$ cat src/rtl/swhsr_pkg.sv
package swhsr_pkg;

  localparam int FRAME_BITS = 40;
  localparam int ADDR_W     = 4;
  localparam int DATA_W     = 32;

  localparam logic [15:0] START_LOW_RST   = 16'd2000;
  localparam logic [7:0]  RELEASE_HIGH_RST = 8'd30;
  localparam logic [9:0]  TIMEOUT_RST     = 10'd100;
  localparam logic [7:0]  THRESHOLD_RST   = 8'd40;

  localparam logic [15:0] TEMP_SIGN = 16'h8000;
  localparam logic [15:0] TEMP_MAG  = 16'h7FFF;

  typedef enum logic [1:0] {
    REG_START_LOW    = 2'd0,
    REG_RELEASE_HIGH = 2'd1,
    REG_TIMEOUT      = 2'd2,
    REG_THRESHOLD    = 2'd3
  } reg_idx_t;

  typedef enum logic [2:0] {
    PH_IDLE  = 3'd0,
    PH_START = 3'd1,
    PH_HIGH  = 3'd2,
    PH_ACK   = 3'd3,
    PH_RLOW  = 3'd4,
    PH_RHIGH = 3'd5,
    PH_BLOW  = 3'd6,
    PH_BHIGH = 3'd7
  } phase_t;

  typedef enum logic [1:0] {
    LM_RELEASED = 2'd0,
    LM_LOW      = 2'd1,
    LM_HIGH     = 2'd2
  } line_mode_t;

  typedef enum logic [1:0] {
    ST_OK       = 2'd0,
    ST_TIMEOUT  = 2'd1,
    ST_CHECKSUM = 2'd2
  } status_t;

  typedef struct packed {
    logic [1:0]  line_mode;
    logic        busy_res;
    logic        done_res;
    logic [1:0]  status;
    logic [15:0] humidity;
    logic [15:0] temperature;
  } res_t;

endpackage

$ cat src/rtl/single_wire_humidity_sensor_reader_top.sv
// result: a result beat is registered for every accepted tick
// throughput: one tick per cycle while in_stall is low; the sequencer state and the output
//   buffer both update in the cycle a tick is taken, and a two-deep output buffer absorbs a stall
// reset: rst is synchronous; it returns the sequencer to idle, empties the output
//   buffer and loads the timing registers with their default values
module single_wire_humidity_sensor_reader_top (
  input  logic                             clk,
  input  logic                             rst,
  input  logic                             in_valid,
  output logic                             in_stall,
  input  logic                             cmd,
  input  logic                             pin_level,
  output logic                             out_valid,
  input  logic                             out_stall,
  output logic [1:0]                       line_mode,
  output logic                             busy_res,
  output logic                             done_res,
  output logic [1:0]                       status,
  output logic [15:0]                      humidity,
  output logic signed [15:0]               temperature,
  input  logic                             psel,
  input  logic                             penable,
  input  logic                             pwrite,
  input  logic [swhsr_pkg::ADDR_W-1:0]     paddr,
  input  logic [swhsr_pkg::DATA_W-1:0]     pwdata,
  output logic [swhsr_pkg::DATA_W-1:0]     prdata,
  output logic                             pready
);

  // configuration registers
  logic [15:0] start_low_us;
  logic [7:0]  release_high_us;
  logic [9:0]  timeout_us;
  logic [7:0]  bit_threshold_us;

  // sequencer state
  swhsr_pkg::phase_t phase, phase_next;
  logic [15:0]       tick_count, tick_count_next;
  logic [5:0]        bit_index, bit_index_next;
  logic [swhsr_pkg::FRAME_BITS-1:0] frame_bits, frame_bits_next;

  // output buffer
  swhsr_pkg::res_t out_res, skid_res, res;
  logic            skid_valid;

  logic            in_fire, out_fire, cfg_wr;
  logic            finish;
  swhsr_pkg::status_t fin_status;
  logic [16:0]     tick_inc;
  logic            wait_level;
  logic            bit_val;
  logic [7:0]      b0, b1, b2, b3, b4, sum;
  logic [15:0]     raw_t;

  assign pready   = 1'b1;
  assign cfg_wr   = psel && penable && pwrite && pready;
  assign in_stall = skid_valid;
  assign in_fire  = in_valid && !in_stall;
  assign out_fire = out_valid && !out_stall;

  always_ff @(posedge clk) begin
    if (rst) begin
      start_low_us     <= swhsr_pkg::START_LOW_RST;
      release_high_us  <= swhsr_pkg::RELEASE_HIGH_RST;
      timeout_us       <= swhsr_pkg::TIMEOUT_RST;
      bit_threshold_us <= swhsr_pkg::THRESHOLD_RST;
    end else if (cfg_wr) begin
      case (swhsr_pkg::reg_idx_t'(paddr[3:2]))
        swhsr_pkg::REG_START_LOW:    start_low_us     <= pwdata[15:0];
        swhsr_pkg::REG_RELEASE_HIGH: release_high_us  <= pwdata[7:0];
        swhsr_pkg::REG_TIMEOUT:      timeout_us       <= pwdata[9:0];
        swhsr_pkg::REG_THRESHOLD:    bit_threshold_us <= pwdata[7:0];
        default: ;
      endcase
    end
  end

  always_comb begin
    case (swhsr_pkg::reg_idx_t'(paddr[3:2]))
      swhsr_pkg::REG_START_LOW:    prdata = {16'd0, start_low_us};
      swhsr_pkg::REG_RELEASE_HIGH: prdata = {24'd0, release_high_us};
      swhsr_pkg::REG_TIMEOUT:      prdata = {22'd0, timeout_us};
      swhsr_pkg::REG_THRESHOLD:    prdata = {24'd0, bit_threshold_us};
      default:                     prdata = '0;
    endcase
  end

  // line level that keeps the current wait phase going
  assign wait_level = !(phase == swhsr_pkg::PH_RLOW || phase == swhsr_pkg::PH_BLOW);
  assign tick_inc   = {1'b0, tick_count} + 17'd1;
  assign bit_val    = tick_count > {8'd0, bit_threshold_us};

  always_comb begin
    phase_next      = phase;
    tick_count_next = tick_count;
    bit_index_next  = bit_index;
    frame_bits_next = frame_bits;
    finish          = 1'b0;
    fin_status      = swhsr_pkg::ST_OK;
    case (phase)
      swhsr_pkg::PH_IDLE: begin
        if (cmd) begin
          phase_next      = swhsr_pkg::PH_START;
          tick_count_next = '0;
          bit_index_next  = '0;
          frame_bits_next = '0;
        end
      end
      swhsr_pkg::PH_START: begin
        tick_count_next = tick_inc[15:0];
        if (tick_inc >= {1'b0, start_low_us}) begin
          phase_next      = (release_high_us == 8'd0) ? swhsr_pkg::PH_ACK
                                                      : swhsr_pkg::PH_HIGH;
          tick_count_next = '0;
        end
      end
      swhsr_pkg::PH_HIGH: begin
        tick_count_next = tick_inc[15:0];
        if (tick_inc >= {9'd0, release_high_us}) begin
          phase_next      = swhsr_pkg::PH_ACK;
          tick_count_next = '0;
        end
      end
      default: begin
        if (pin_level == wait_level) begin
          tick_count_next = tick_inc[15:0];
          if (tick_inc > {7'd0, timeout_us}) begin
            finish     = 1'b1;
            fin_status = swhsr_pkg::ST_TIMEOUT;
          end
        end else begin
          case (phase)
            swhsr_pkg::PH_ACK:   phase_next = swhsr_pkg::PH_RLOW;
            swhsr_pkg::PH_RLOW:  phase_next = swhsr_pkg::PH_RHIGH;
            swhsr_pkg::PH_RHIGH: phase_next = swhsr_pkg::PH_BLOW;
            swhsr_pkg::PH_BLOW:  phase_next = swhsr_pkg::PH_BHIGH;
            swhsr_pkg::PH_BHIGH: begin
              frame_bits_next = {frame_bits[swhsr_pkg::FRAME_BITS-2:0], bit_val};
              bit_index_next  = bit_index + 6'd1;
              if (bit_index_next >= 6'(swhsr_pkg::FRAME_BITS)) begin
                finish = 1'b1;
              end
              phase_next = swhsr_pkg::PH_BLOW;
            end
            default: phase_next = phase;
          endcase
          tick_count_next = 16'd1;
          // a zero timeout fails a fresh wait on its first tick
          if (!finish && timeout_us == 10'd0) begin
            finish     = 1'b1;
            fin_status = swhsr_pkg::ST_TIMEOUT;
          end
        end
      end
    endcase
    if (finish) begin
      phase_next      = swhsr_pkg::PH_IDLE;
      tick_count_next = '0;
    end
  end

  // frame decode, bytes msb first
  assign b0    = frame_bits_next[39:32];
  assign b1    = frame_bits_next[31:24];
  assign b2    = frame_bits_next[23:16];
  assign b3    = frame_bits_next[15:8];
  assign b4    = frame_bits_next[7:0];
  assign sum   = b0 + b1 + b2 + b3;
  assign raw_t = {b2, b3};

  always_comb begin
    res = '0;
    if (finish) begin
      res.done_res = 1'b1;
      res.status   = fin_status;
      if (fin_status == swhsr_pkg::ST_OK) begin
        if (sum != b4) begin
          res.status = swhsr_pkg::ST_CHECKSUM;
        end else begin
          res.humidity = {b0, b1};
          // sign-magnitude to two's complement; negative zero comes out as zero
          if ((raw_t & swhsr_pkg::TEMP_SIGN) != 16'd0) begin
            res.temperature = 16'd0 - (raw_t & swhsr_pkg::TEMP_MAG);
          end else begin
            res.temperature = raw_t;
          end
        end
      end
    end else begin
      res.busy_res = (phase_next != swhsr_pkg::PH_IDLE);
      case (phase_next)
        swhsr_pkg::PH_START: res.line_mode = swhsr_pkg::LM_LOW;
        swhsr_pkg::PH_HIGH:  res.line_mode = swhsr_pkg::LM_HIGH;
        default:             res.line_mode = swhsr_pkg::LM_RELEASED;
      endcase
    end
  end

  always_ff @(posedge clk) begin
    if (rst) begin
      phase      <= swhsr_pkg::PH_IDLE;
      tick_count <= '0;
      bit_index  <= '0;
      frame_bits <= '0;
    end else if (in_fire) begin
      phase      <= phase_next;
      tick_count <= tick_count_next;
      bit_index  <= bit_index_next;
      frame_bits <= frame_bits_next;
    end
  end

  // result register plus one skid entry
  always_ff @(posedge clk) begin
    if (rst) begin
      out_valid  <= 1'b0;
      skid_valid <= 1'b0;
    end else if (skid_valid) begin
      if (out_fire) begin
        out_res    <= skid_res;
        skid_valid <= 1'b0;
      end
    end else if (in_fire) begin
      if (!out_valid || out_fire) begin
        out_res   <= res;
        out_valid <= 1'b1;
      end else begin
        skid_res   <= res;
        skid_valid <= 1'b1;
      end
    end else if (out_fire) begin
      out_valid <= 1'b0;
    end
  end

  assign line_mode   = out_res.line_mode;
  assign busy_res    = out_res.busy_res;
  assign done_res    = out_res.done_res;
  assign status      = out_res.status;
  assign humidity    = out_res.humidity;
  assign temperature = $signed(out_res.temperature);

  a_skid_behind_out: assert property (@(posedge clk) disable iff (rst)
    skid_valid |-> out_valid)
    else $error("skid entry held while output register empty");

  a_idle_clear: assert property (@(posedge clk) disable iff (rst)
    phase == swhsr_pkg::PH_IDLE |-> tick_count == 16'd0)
    else $error("tick counter not cleared in idle");

  a_bit_range: assert property (@(posedge clk) disable iff (rst)
    bit_index <= 6'(swhsr_pkg::FRAME_BITS))
    else $error("bit index ran past the frame");

  a_done_released: assert property (@(posedge clk) disable iff (rst)
    out_valid && out_res.done_res |->
      !out_res.busy_res && out_res.line_mode == swhsr_pkg::LM_RELEASED)
    else $error("finished beat still busy or driving the line");

  a_status_with_done: assert property (@(posedge clk) disable iff (rst)
    out_valid && !out_res.done_res |->
      out_res.status == swhsr_pkg::ST_OK && out_res.humidity == 16'd0)
    else $error("status or data set on a beat without done");

endmodule

$ cat config.mk
export PLATFORM = sky130hd
export DESIGN_NAME = single_wire_humidity_sensor_reader_top
export DESIGN_NICKNAME = d
export VERILOG_FILES = /design/src/rtl/swhsr_pkg.sv /design/src/rtl/single_wire_humidity_sensor_reader_top.sv
export SDC_FILE = /design/constraint.sdc
export NUM_CORES = 1
export LEC_CHECK = 0
export BUFFER_PORTS_ARGS = -buffer_cell sky130_fd_sc_hd__buf_2
export CAP_MARGIN = 20
export CORE_ASPECT_RATIO = 1.4
export CORE_MARGIN = 2
export CORE_UTILIZATION = 40
export CTS_CLUSTER_DIAMETER = 150
export DETAILED_ROUTE_END_ITERATION = 6
export GPL_TIMING_DRIVEN = 0
export SLEW_MARGIN = 0
export SYNTH_ARGS = -nofsm -noshare
export SYNTH_HDL_FRONTEND = slang
export SYNTH_SLANG_ARGS = --single-unit
$ cat constraint.sdc
create_clock -name clk -period 15 [get_ports clk]
set_input_delay 0.75 -clock clk [delete_from_list [all_inputs] [get_ports clk]]
set_output_delay 0.75 -clock clk [all_outputs]
set_load 0.02 [all_outputs]
==> impl_metrics.yaml, run 1 <==
global_route:
  grt_pass1_wl_mm: 46.7
  grt_use_met1: 0.239
  grt_pass1_vias: 8882
  antenna_found_initial: 0
  busiest_layer: "met2"
  grt_util_met2: 0.392
  met3_usage: 0.0343
  overflow: 0
  grt_usage: 0.213
  grt_max_degree: 21
min_path:
  worstHoldPathType: "flip-flop to flip-flop"
  min_from: "start_low_us[12]$_SDFFE_PP0P_"
  min_path_cells: 2
  hold_path_end: "start_low_us[12]$_SDFFE_PP0P_"
sta:
  setup_tns_ns: 0
  worstMarginPinSlew_ns: 0.923
  fmax_mhz: 148
  max_slew_margin: 0.379
  fin_crit_sh: 0.450
  finalHoldViolations: 0
  rsz0062_at_grt: "false"
  setup_violations: 0
  final_max_slew_viol_count: 0
  skew_ns: 0.0159
  holdWs_ns: 0.455
  timing.final.crit_period_ns: 6.75
synthesis:
  ys_warn_count: 0
  synth_cells: 1195
  synth-edff-count: 76
  synth_flop_cell: "dfxtp_1"
  synth_area_mm2: 0.0106
  ys_ff_latch: 185
  synthTopCellsByArea: "edfxtp_1 (21%), dfxtp_1 (21%), ha_1 (6.2%), nor2_1 (5.1%), a21oi_1 (4.6%)"
  ys_async_sr_fraction: 0
  synth.distinct_cells: 68
  seq_area_frac_synth: 0.420
  synth_top_area_frac: 0.215
  netlist.top_cell.by_area: "edfxtp_1"
  avgSynthCellArea_um2: 8.89
routing:
  via_per_inst: 5.38
  drtAntennaViolNets: 0
  route.detailed.drc: 0
  wl_per_cell_um: 17.3
  drtIter0Drc: 514
  vias: 8882
  drt_pass1_iterations: 5
  wl_mm: 28.6
setup_path:
  cp_max_fo: 10
  criticalPathCategory: "flip-flop to flip-flop"
  crit_arrival_ns: 7.03
  rr_worst_depth: 21
  r2r_start: "phase[1]$_SDFFE_PP0P_"
  endpoint_kind: "flip-flop"
  start_kind: "flip-flop"
  cp.required_ns: 15.28
  r2r_slack_ns: 8.25
  timing.rr.end: "humidity[11]$_DFFE_PP_"
die:
  dieArea_mm2: 0.0279
  ios: 118
  die_w_um: 142
  die-height_um: 197
  start_util: 0.407
  core.rowCount: 70
  core_mm2: 0.0261
power_and_ir_drop:
  clkPwrFrac: 0.386
  p_leak_uw: 0.00500
  sequentialPowerShare: 0.467
  switchingPower_uw: 325
  intPower_uw: 844
  combPwrFrac: 0.147
  switching_share: 0.278
  ir_drop_mv: 0.0804
  p_total_uw: 1170
  power.density_mw_per_mm2: 96.2
placed_design:
  gp_congestion: 0.930
  placed_cells: 1620
  dp_hpwl_mm: 22.1
  portBuffers: 81
finish:
  antennaDiodeCount: 0
  drive_above_1_share: 0.131
  synthToLayoutAreaGrowth_pct: 14.4
  layout.cells.most_common_list: "nor2_1 (144), nand2_1 (123), dfxtp_1 (109), a21oi_1 (97), buf_2 (93)"
  fillers: 2645
  fin_util: 0.466
  stdcell_count: 1652
  nNetsFinal: 1427
  final_common_cell: "nor2_1"
run_status:
  status: "complete, no violations"
clock_network:
  cts.sinks: 185
  ctsHoldBuffers: 0
  htree_levels: 4
  post_cts_resized: 0
  numCtsBuffers: 17
  cts_tree: "done"
  cts_setup_buffers: 0
  insertion_delay_ns: 0.45
  cts.clk_slew.worst_paths_ns: 0.07
  cts-root-buf: "clkbuf_16"
  cts_max_path_buffers: 2
job:
  cap_violations: 0
[stage by stage]
stage,setup WS [ns],area [µm²]
global placement,8.08,11500
CTS,8.30,12200
floorplan,9.70,10700
detailed placement,8.02,11600
global route,7.93,12200
finish,8.25,12200
[cells by family after synthesis]
| logic type | share of synthesized area |
|---|---|
| compound gates | 0.150 |
| xor+xnor | 0.0395 |
| fa+ha+maj | 0.0888 |
| buf+inv | 0.0650 |
| flops | 0.420 |
| mux | 0.0391 |
| other cells | 0.000707 |
| simple gates | 0.196 |
[worst max-delay path by stage]
stage                                      from                     end  slack [ns]  cells after the start
after detailed placement              pin_level  humidity[11]$_DFFE_PP_        8.02                     21
final                     phase[1]$_SDFFE_PP0P_  humidity[11]$_DFFE_PP_        8.25                     21
after global placement                pin_level  humidity[11]$_DFFE_PP_        8.08                     21
after global routing      phase[1]$_SDFFE_PP0P_   humidity[7]$_DFFE_PP_        7.93                     21
after floorplan                             cmd  humidity[14]$_DFFE_PP_        9.70                     22
after CTS                 phase[1]$_SDFFE_PP0P_  humidity[11]$_DFFE_PP_        8.30                     21
[layer usage]
| metal | wire (µm) | vias up | part of all wire |
|---|---|---|---|
| met4 | 1170 | 0 | 0.041 |
| met5 | 0 | - | 0 |
| met2 | 15100 | 242 | 0.53 |
| li1 | - | 4401 | - |
| met1 | 11300 | 4176 | 0.40 |
| met3 | 991 | 63 | 0.035 |
[sequential cells by signal, summed over array words and instances (netlist names)]
register          flops
frame_bits           40
skid_res             38
humidity             16
start_low_us         16
temperature          16
tick_count           16
timeout_us           10
bit_threshold_us      8
release_high_us       8
bit_index             6
phase                 3
line_mode             2
status                2
busy_res              1
done_res              1
in_stall              1
out_valid             1
[worst max-delay path, cell delays in order (launching register included)]
cell	delay [ns]
dfxtp_1	0.31
clkbuf_1	0.30
and4b_1	0.24
buf_2	0.20
buf_2	0.25
clkbuf_1	0.43
clkbuf_1	0.50
clkbuf_1	0.50
a21oi_1	0.26
inv_1	0.16
fa_1	0.45
fa_1	0.48
ha_1	0.35
a21oi_1	0.18
o21bai_1	0.11
a21o_1	0.19
a21oi_1	0.17
xnor2_1	0.14
nor4_4	0.37
nand4_1	0.48
buf_2	0.36
o21ai_1	0.16
[power groups by stage]
stage	combinational, µW	sequential [µW]	clock [µW]
2_1_floorplan	116	562	0
3_3_place_gp	167	558	0
3_5_place_dp	171	557	0
4_1_cts	172	546	459
5_1_grt	190	547	481
6_report	172	546	452
[cells in the mapped netlist, types with 4 or more instances]
master,instances
nor2_1,144
nand2_1,123
dfxtp_1,109
a21oi_1,97
edfxtp_1,76
inv_1,75
clkbuf_1,55
ha_1,53
and3_1,35
a211oi_1,34
nand3_1,34
o21ai_0,33
o21ai_1,31
xnor2_1,28
nor3_1,24
a211o_1,19
mux2i_1,19
xor2_1,18
buf_4,17
nand4_1,15
fa_1,14
buf_2,12
nor2b_1,9
nor4_1,9
mux4_2,8
nor3b_1,7
a31oi_1,6
nand2b_1,6
a21o_1,5
a22oi_1,5
and2_1,5
nand3b_1,5
or2_2,5
or3_1,5
a21boi_0,4
mux2_2,4
o21a_1,4
[final cells by class]
class | count | area [µm²] | share of cell area
sequential | 185 | 4460 | 0.367
timing repair buffer | 86 | 469 | 0.0386
clock buffer | 19 | 433 | 0.0356
multi-input combinational | 862 | 5540 | 0.456
clock inverter | 13 | 148 | 0.0121
tap | 324 | 405 | 0.0334
buffer | 87 | 405 | 0.0334
inverter | 76 | 285 | 0.0235
Note: power is estimated with default switching activity, not from simulation.
==> run 2, diff against run 1 <==
- ABC_AREA: not set -> 1
- clock period: 15 -> 5.5 ns (I/O delays scaled with it)
==> run 2 against run 1 <==
  * Design area is 7.7% higher
  * Power grew to 3.3 times the previous value
  * Utilization fell by 0.20 points
  * Critical path depth rose by 7
  * Non-clock buffer count is 10 lower
  * Die area increased by 7.3%
  * Clock skew fell by 0.00093 ns
  * Routed wire length rose by 18%
  * Fmax increased by 29%
==> impl_metrics.yaml, run 2 <==
run_status:
  status: "complete, no violations"
global_route:
  grt_pass1_wl_mm: 53.2
  grt_pass1_vias: 9935
  grt_max_degree: 34
  antenna_found_initial: 0
  overflow: 0
  grt_usage: 0.230
placed_design:
  dpl_cell_area_mm2: 0.0124
  pre_cts_slack_ns: -0.0733
  dp_hpwl_mm: 26.6
  portBuffers: 82
  gp_congestion: 0.911
power_and_ir_drop:
  sequentialPowerShare: 0.395
  switchingPower_uw: 1330
  power.density_mw_per_mm2: 297
  combPwrFrac: 0.268
  clkPwrFrac: 0.337
  p_leak_uw: 0.00606
  ir_drop_mv: 0.248
  intPower_uw: 2560
  switching_share: 0.341
sta:
  worst_slack_ns: 0.262
  max_slew_margin: 0.395
  fin_crit_sh: 0.952
  final_max_slew_viol_count: 0
  fmax_mhz: 191
  skew_ns: 0.0150
  setup_tns_ns: 0
  timing.final.crit_period_ns: 5.24
  worstMarginPinSlew_ns: 0.903
  finalHoldViolations: 0
  setup_violations: 0
finish:
  layout.cells.most_common_list: "nand2_1 (327), inv_1 (207), a21oi_1 (147), nor2_1 (125)"
  nNetsFinal: 1763
  largest_reg_flops: 40
  drive_above_1_share: 0.142
  stdcell_area_mm2: 0.0131
  regMostFlops: "frame_bits"
  reg_top3: "frame_bits x40, skid_res x38"
  antennaDiodeCount: 0
  synthToLayoutAreaGrowth_pct: 14.7
  final_common_cell: "nand2_1"
synthesis:
  synth_top_area_frac: 0.200
  seq_area_frac_synth: 0.391
  synth.distinct_cells: 44
  ys_ff_latch: 185
  ys_async_sr_fraction: 0
  avgSynthCellArea_um2: 7.45
  ys_top_cells_by_count: "nand2_1 (328), inv_1 (207), a21oi_1 (150)"
  synthTopCellsByArea: "edfxtp_1 (20%), dfxtp_1 (19%), nand2_1 (11%), inv_1 (6.8%), a21oi_1 (6.6%)"
  ys_warn_count: 0
  synth_area_mm2: 0.0114
  synth_most_common_cell: "nand2_1"
  synth_flop_cell: "dfxtp_1"
  netlist.top_cell.by_area: "edfxtp_1"
  synth_cells: 1532
  synth-edff-count: 76
setup_path:
  cp.required_ns: 5.81
  endpoint_kind: "flip-flop"
  criticalPathCategory: "flip-flop to flip-flop"
  worst_path_max_delay_cell: "fa_1"
  r2r_start: "phase[0]$_SDFFE_PP0P_"
  critPathTopFamily: "simple AND/OR/NAND/NOR gates"
  start_kind: "flip-flop"
  cp_max_fo: 10
  critPathMostFrequentCell: "nand2_1"
  r2r_slack_ns: 0.26
  timing.rr.end: "skid_res[19]$_DFFE_PP_"
  rr_worst_depth: 28
  cp.depth: 28
  crit_arrival_ns: 5.55
  slowest_delay_ns: 0.53
  worstSetupStartpoint: "phase[0]$_SDFFE_PP0P_"
  cp_num_buf_inv: 9
  cp-endpoint: "skid_res[19]$_DFFE_PP_"
routing:
  wl_mm: 33.8
  via_per_inst: 5.16
  drtIter0Drc: 608
  drtAntennaViolNets: 0
  route.detailed.drc: 0
  wl_per_cell_um: 16.6
  drt_pass1_iterations: 7
  vias: 10500
clock_network:
  cts-root-buf: "clkbuf_16"
  htree_levels: 4
  insertion_delay_ns: 0.46
  numCtsBuffers: 17
  cts.clk_slew.worst_paths_ns: 0.07
  cts_tree: "done"
  cts.sinks: 185
  cts_max_path_buffers: 2
die:
  start_util: 0.404
  dieArea_mm2: 0.0299
  core_mm2: 0.0282
  ios: 118
  core.rowCount: 73
  die_w_um: 147
  die-height_um: 204
job:
  cap_violations: 0
min_path:
  worstHoldPathType: "primary input to flip-flop"
-- run 2: metal layers --
layer	global-route usage	share of wire	vias to the layer above
li1	-	-	5262
met1	0.244	0.37	4827
met2	0.419	0.51	327
met3	0.0295	0.044	101
met4	0.165	0.073	0
met5	0	0	-
-- run 2: cell families (layout without fill, tap and decap cells) --
family | count (synthesis) | after routing | share of synthesized area
and+or+nand+nor | 654 | 654 | 0.250
AOI/OAI and AO/OA | 315 | 315 | 0.148
buffers and inverters | 291 | 408 | 0.114
DFF | 185 | 185 | 0.391
adders and majority gates | 67 | 67 | 0.0827
xor gates and xnor gates | 18 | 18 | 0.0138
other | 2 | 17 | 0.000658
-- run 2: worst min-delay path, stage by stage --
cell,delay [ns]
buf_2,0.07
nand2_1,0.04
o211ai_1,0.06
-- run 2: power by group through the flow --
stage	Sequential, µW	Clock (µW)	Combinational (µW)
final	1540	1310	1040
after global routing	1540	1380	1180
after CTS	1530	1330	1020
after detailed placement	1560	0	1020
after global placement	1570	0	998
after floorplan	1570	0	724
-- run 2: through the flow --
stage / std cells / hold slack (ns) / total power [µW] / utilization
2_1_floorplan: 1547 / 0.405 / 2300 / -
3_3_place_gp: 2004 / 0.485 / 2560 / 0.438
3_5_place_dp: 2007 / 0.490 / 2580 / 0.439
4_1_cts: 2039 / 0.0298 / 3890 / 0.461
5_1_grt: 2039 / 0.0459 / 4110 / 0.464
6_report: 2039 / 0.0401 / 3890 / 0.464
-- run 2: what timing repair did --
item / in CTS / in global routing
gates resized for setup: 3 / 14
endpoints found under the setup margin: 33 / 66
buffers inserted: 0 / 0
pin swaps: 0 / 0
hold buffers: 0 / 0
cloned: 0 / 0
-- run 2: how the worst min path moves through the flow --
| stage | cells past startpoint | slack, ns | endpoint | startpoint |
|---|---|---|---|---|
| after floorplan | 2 | 0.41 | bit_threshold_us[3]$_SDFFE_PP1P_ | pwdata[3] |
| after global placement | 2 | 0.48 | start_low_us[2]$_SDFFE_PP0P_ | start_low_us[2]$_SDFFE_PP0P_ |
| after detailed placement | 2 | 0.49 | start_low_us[2]$_SDFFE_PP0P_ | start_low_us[2]$_SDFFE_PP0P_ |
| after CTS | 3 | 0.03 | start_low_us[10]$_SDFFE_PP1P_ | pwdata[10] |
| after global routing | 3 | 0.05 | start_low_us[10]$_SDFFE_PP1P_ | pwdata[10] |
| final | 3 | 0.04 | start_low_us[10]$_SDFFE_PP1P_ | pwdata[10] |
-- run 2: layout make-up --
cell class / count / area (µm²)
fill: 2852 / 15100
multi-input combinational: 1071 / 5790
buffer: 78 / 499
sequential: 185 / 4470
clock buffer: 17 / 425
inverter: 213 / 800
tap: 375 / 469
timing repair buffer: 85 / 449
clock inverter: 15 / 190
==> run 3, diff against run 2 <==
- CTS_BUF_LIST: not set -> sky130_fd_sc_hd__clkbuf_8
==> run 3 against run 2 <==
  * Non-clock buffer count grew 1
  * Design area decreased by 1.4%
  * Utilization shrank 0.63 points
  * Clock skew increased by 0.0048 ns
  * Via count rose by 0.12%
  * Combinational power about the same
  * Register-to-register slack is essentially flat
  * Power fell by 7.7%
  * Die area is the same
==> impl_metrics.yaml, run 3 (same netlist as run 2, synthesis figures left out) <==
clock_network:
  cts.sinks: 185
  cts-root-buf: "clkbuf_8"
  cts_tree: "done"
  cts_setup_buffers: 0
  cts_max_path_buffers: 2
  numCtsBuffers: 17
  cts.clk_slew.worst_paths_ns: 0.10
  htree_levels: 4
  insertion_delay_ns: 0.49
global_route:
  grt_pass1_wl_mm: 53.0
  grt_usage: 0.228
  grt_pass1_vias: 9911
  overflow: 0
  antenna_found_initial: 1
  grt_max_degree: 34
finish:
  drive_above_1_share: 0.142
  largest_reg_flops: 40
  layout.cells.most_common_list: "nand2_1 (327), inv_1 (207), a21oi_1 (147), nor2_1 (125)"
  register_area_mm2: 0.00447
  nNetsFinal: 1764
  fin_util: 0.457
  stdcell_count: 2041
  final_common_cell: "nand2_1"
  fillers: 2873
  reg_top3: "frame_bits x40, skid_res x38"
  regMostFlops: "frame_bits"
  synthToLayoutAreaGrowth_pct: 13.1
  multi_input_area_mm2: 0.00579
die:
  die-height_um: 204
  core.rowCount: 73
  dieArea_mm2: 0.0299
  start_util: 0.404
  die_w_um: 147
  ios: 118
  core_mm2: 0.0282
routing:
  drtAntennaViolNets: 0
  drt_pass1_iterations: 7
  vias: 10500
  via_per_inst: 5.16
  route.detailed.drc: 0
  wl_per_cell_um: 16.6
  drtIter0Drc: 639
  wl_mm: 33.9
power_and_ir_drop:
  ir_drop_mv: 0.162
  p_leak_uw: 0.00598
  power.density_mw_per_mm2: 278
setup_path:
  worst_path_max_delay_cell: "fa_1"
  endpoint_kind: "flip-flop"
  cp.required_ns: 5.85
  cp_max_fo: 10
  critPathMostFrequentCell: "nand2_1"
  slowest_delay_ns: 0.52
  criticalPathCategory: "flip-flop to flip-flop"
  r2r_slack_ns: 0.27
  crit_arrival_ns: 5.58
  start_kind: "flip-flop"
placed_design:
  placed_cells: 2007
  dp_hpwl_mm: 26.6
  gp_congestion: 0.911
  portBuffers: 82
sta:
  holdWs_ns: 0.0290
  timing.final.crit_period_ns: 5.23
  max_slew_margin: 0.394
  setup_violations: 0
  worstMarginPinSlew_ns: 0.904
  fmax_mhz: 191
  skew_ns: 0.0198
  fin_crit_sh: 0.950
  rsz0062_at_grt: "false"
  finalHoldViolations: 0
  final_max_slew_viol_count: 0
min_path:
  worstHoldPathType: "primary input to flip-flop"
job:
  cap_violations: 0
run_status:
  status: "complete, no violations"
run 3: per-stage QoR:
stage,instance area [µm²],worst slack (ns),power [µW],setup TNS [ns]
after floorplan,11500,1.01,2300,0
after global placement,12300,-0.116,2560,-0.967
after detailed placement,12400,-0.0733,2580,-0.212
after CTS,12800,0.0209,3580,0
after global routing,12900,0.00658,3790,0
final,12900,0.273,3590,0
run 3: final cells by class:
class                           instances  share of cell area
Buffer                                 78              0.0387
Tap cell                              375              0.0364
Timing Repair Buffer                   86              0.0356
Antenna cell                            1            0.000194
Inverter                              213              0.0619
Clock inverter                         15              0.0147
Sequential cell                       185               0.346
Multi-Input combinational cell       1071               0.448
Clock buffer                           17              0.0181
run 3: routing by layer:
metal / global-route usage / routed length (µm) / up-vias
met5: 0 / 0 / -
met3: 0.0266 / 1480 / 97
li1: - / - / 5250
met4: 0.158 / 2420 / 0
met2: 0.417 / 17200 / 351
met1: 0.245 / 12800 / 4832
run 3: repair_timing:
action,CTS,global route
gates resized for setup,3,14
endpoints found under the hold margin,1,0
pin swaps,0,0
endpoints found under the setup margin,31,66
hold buffers,1,0
run 3: path summary, 6_finish.rpt:
check	to	start	cells after the start
worst max register to register	skid_res[19]$_DFFE_PP_	phase[0]$_SDFFE_PP0P_	28
worst min register to register	start_low_us[2]$_SDFFE_PP0P_	start_low_us[2]$_SDFFE_PP0P_	2
worst max-delay path	skid_res[19]$_DFFE_PP_	phase[0]$_SDFFE_PP0P_	28
worst min-delay path	start_low_us[8]$_SDFFE_PP1P_	pwdata[8]	3
run 3: report_power, final:
part | leakage [µW] | total, µW | switching, µW | internal, µW
logic | 0.00410 | 1040 | 694 | 346
clock network | 0.000201 | 1010 | 551 | 459
registers | 0.00168 | 1540 | 48.4 | 1490
total | 0.00598 | 3590 | 1290 | 2290
run 3: critical path, delay by kind of cell, from the launching register on:
kind	cells	cell delay [ns]
flip-flops	1	0.42
AND/OR/NAND/NOR	14	1.83
AO/OA/AOI/OAI	1	0.15
buffers and inverters	9	1.19
adder cells (fa/ha/maj)	4	1.50
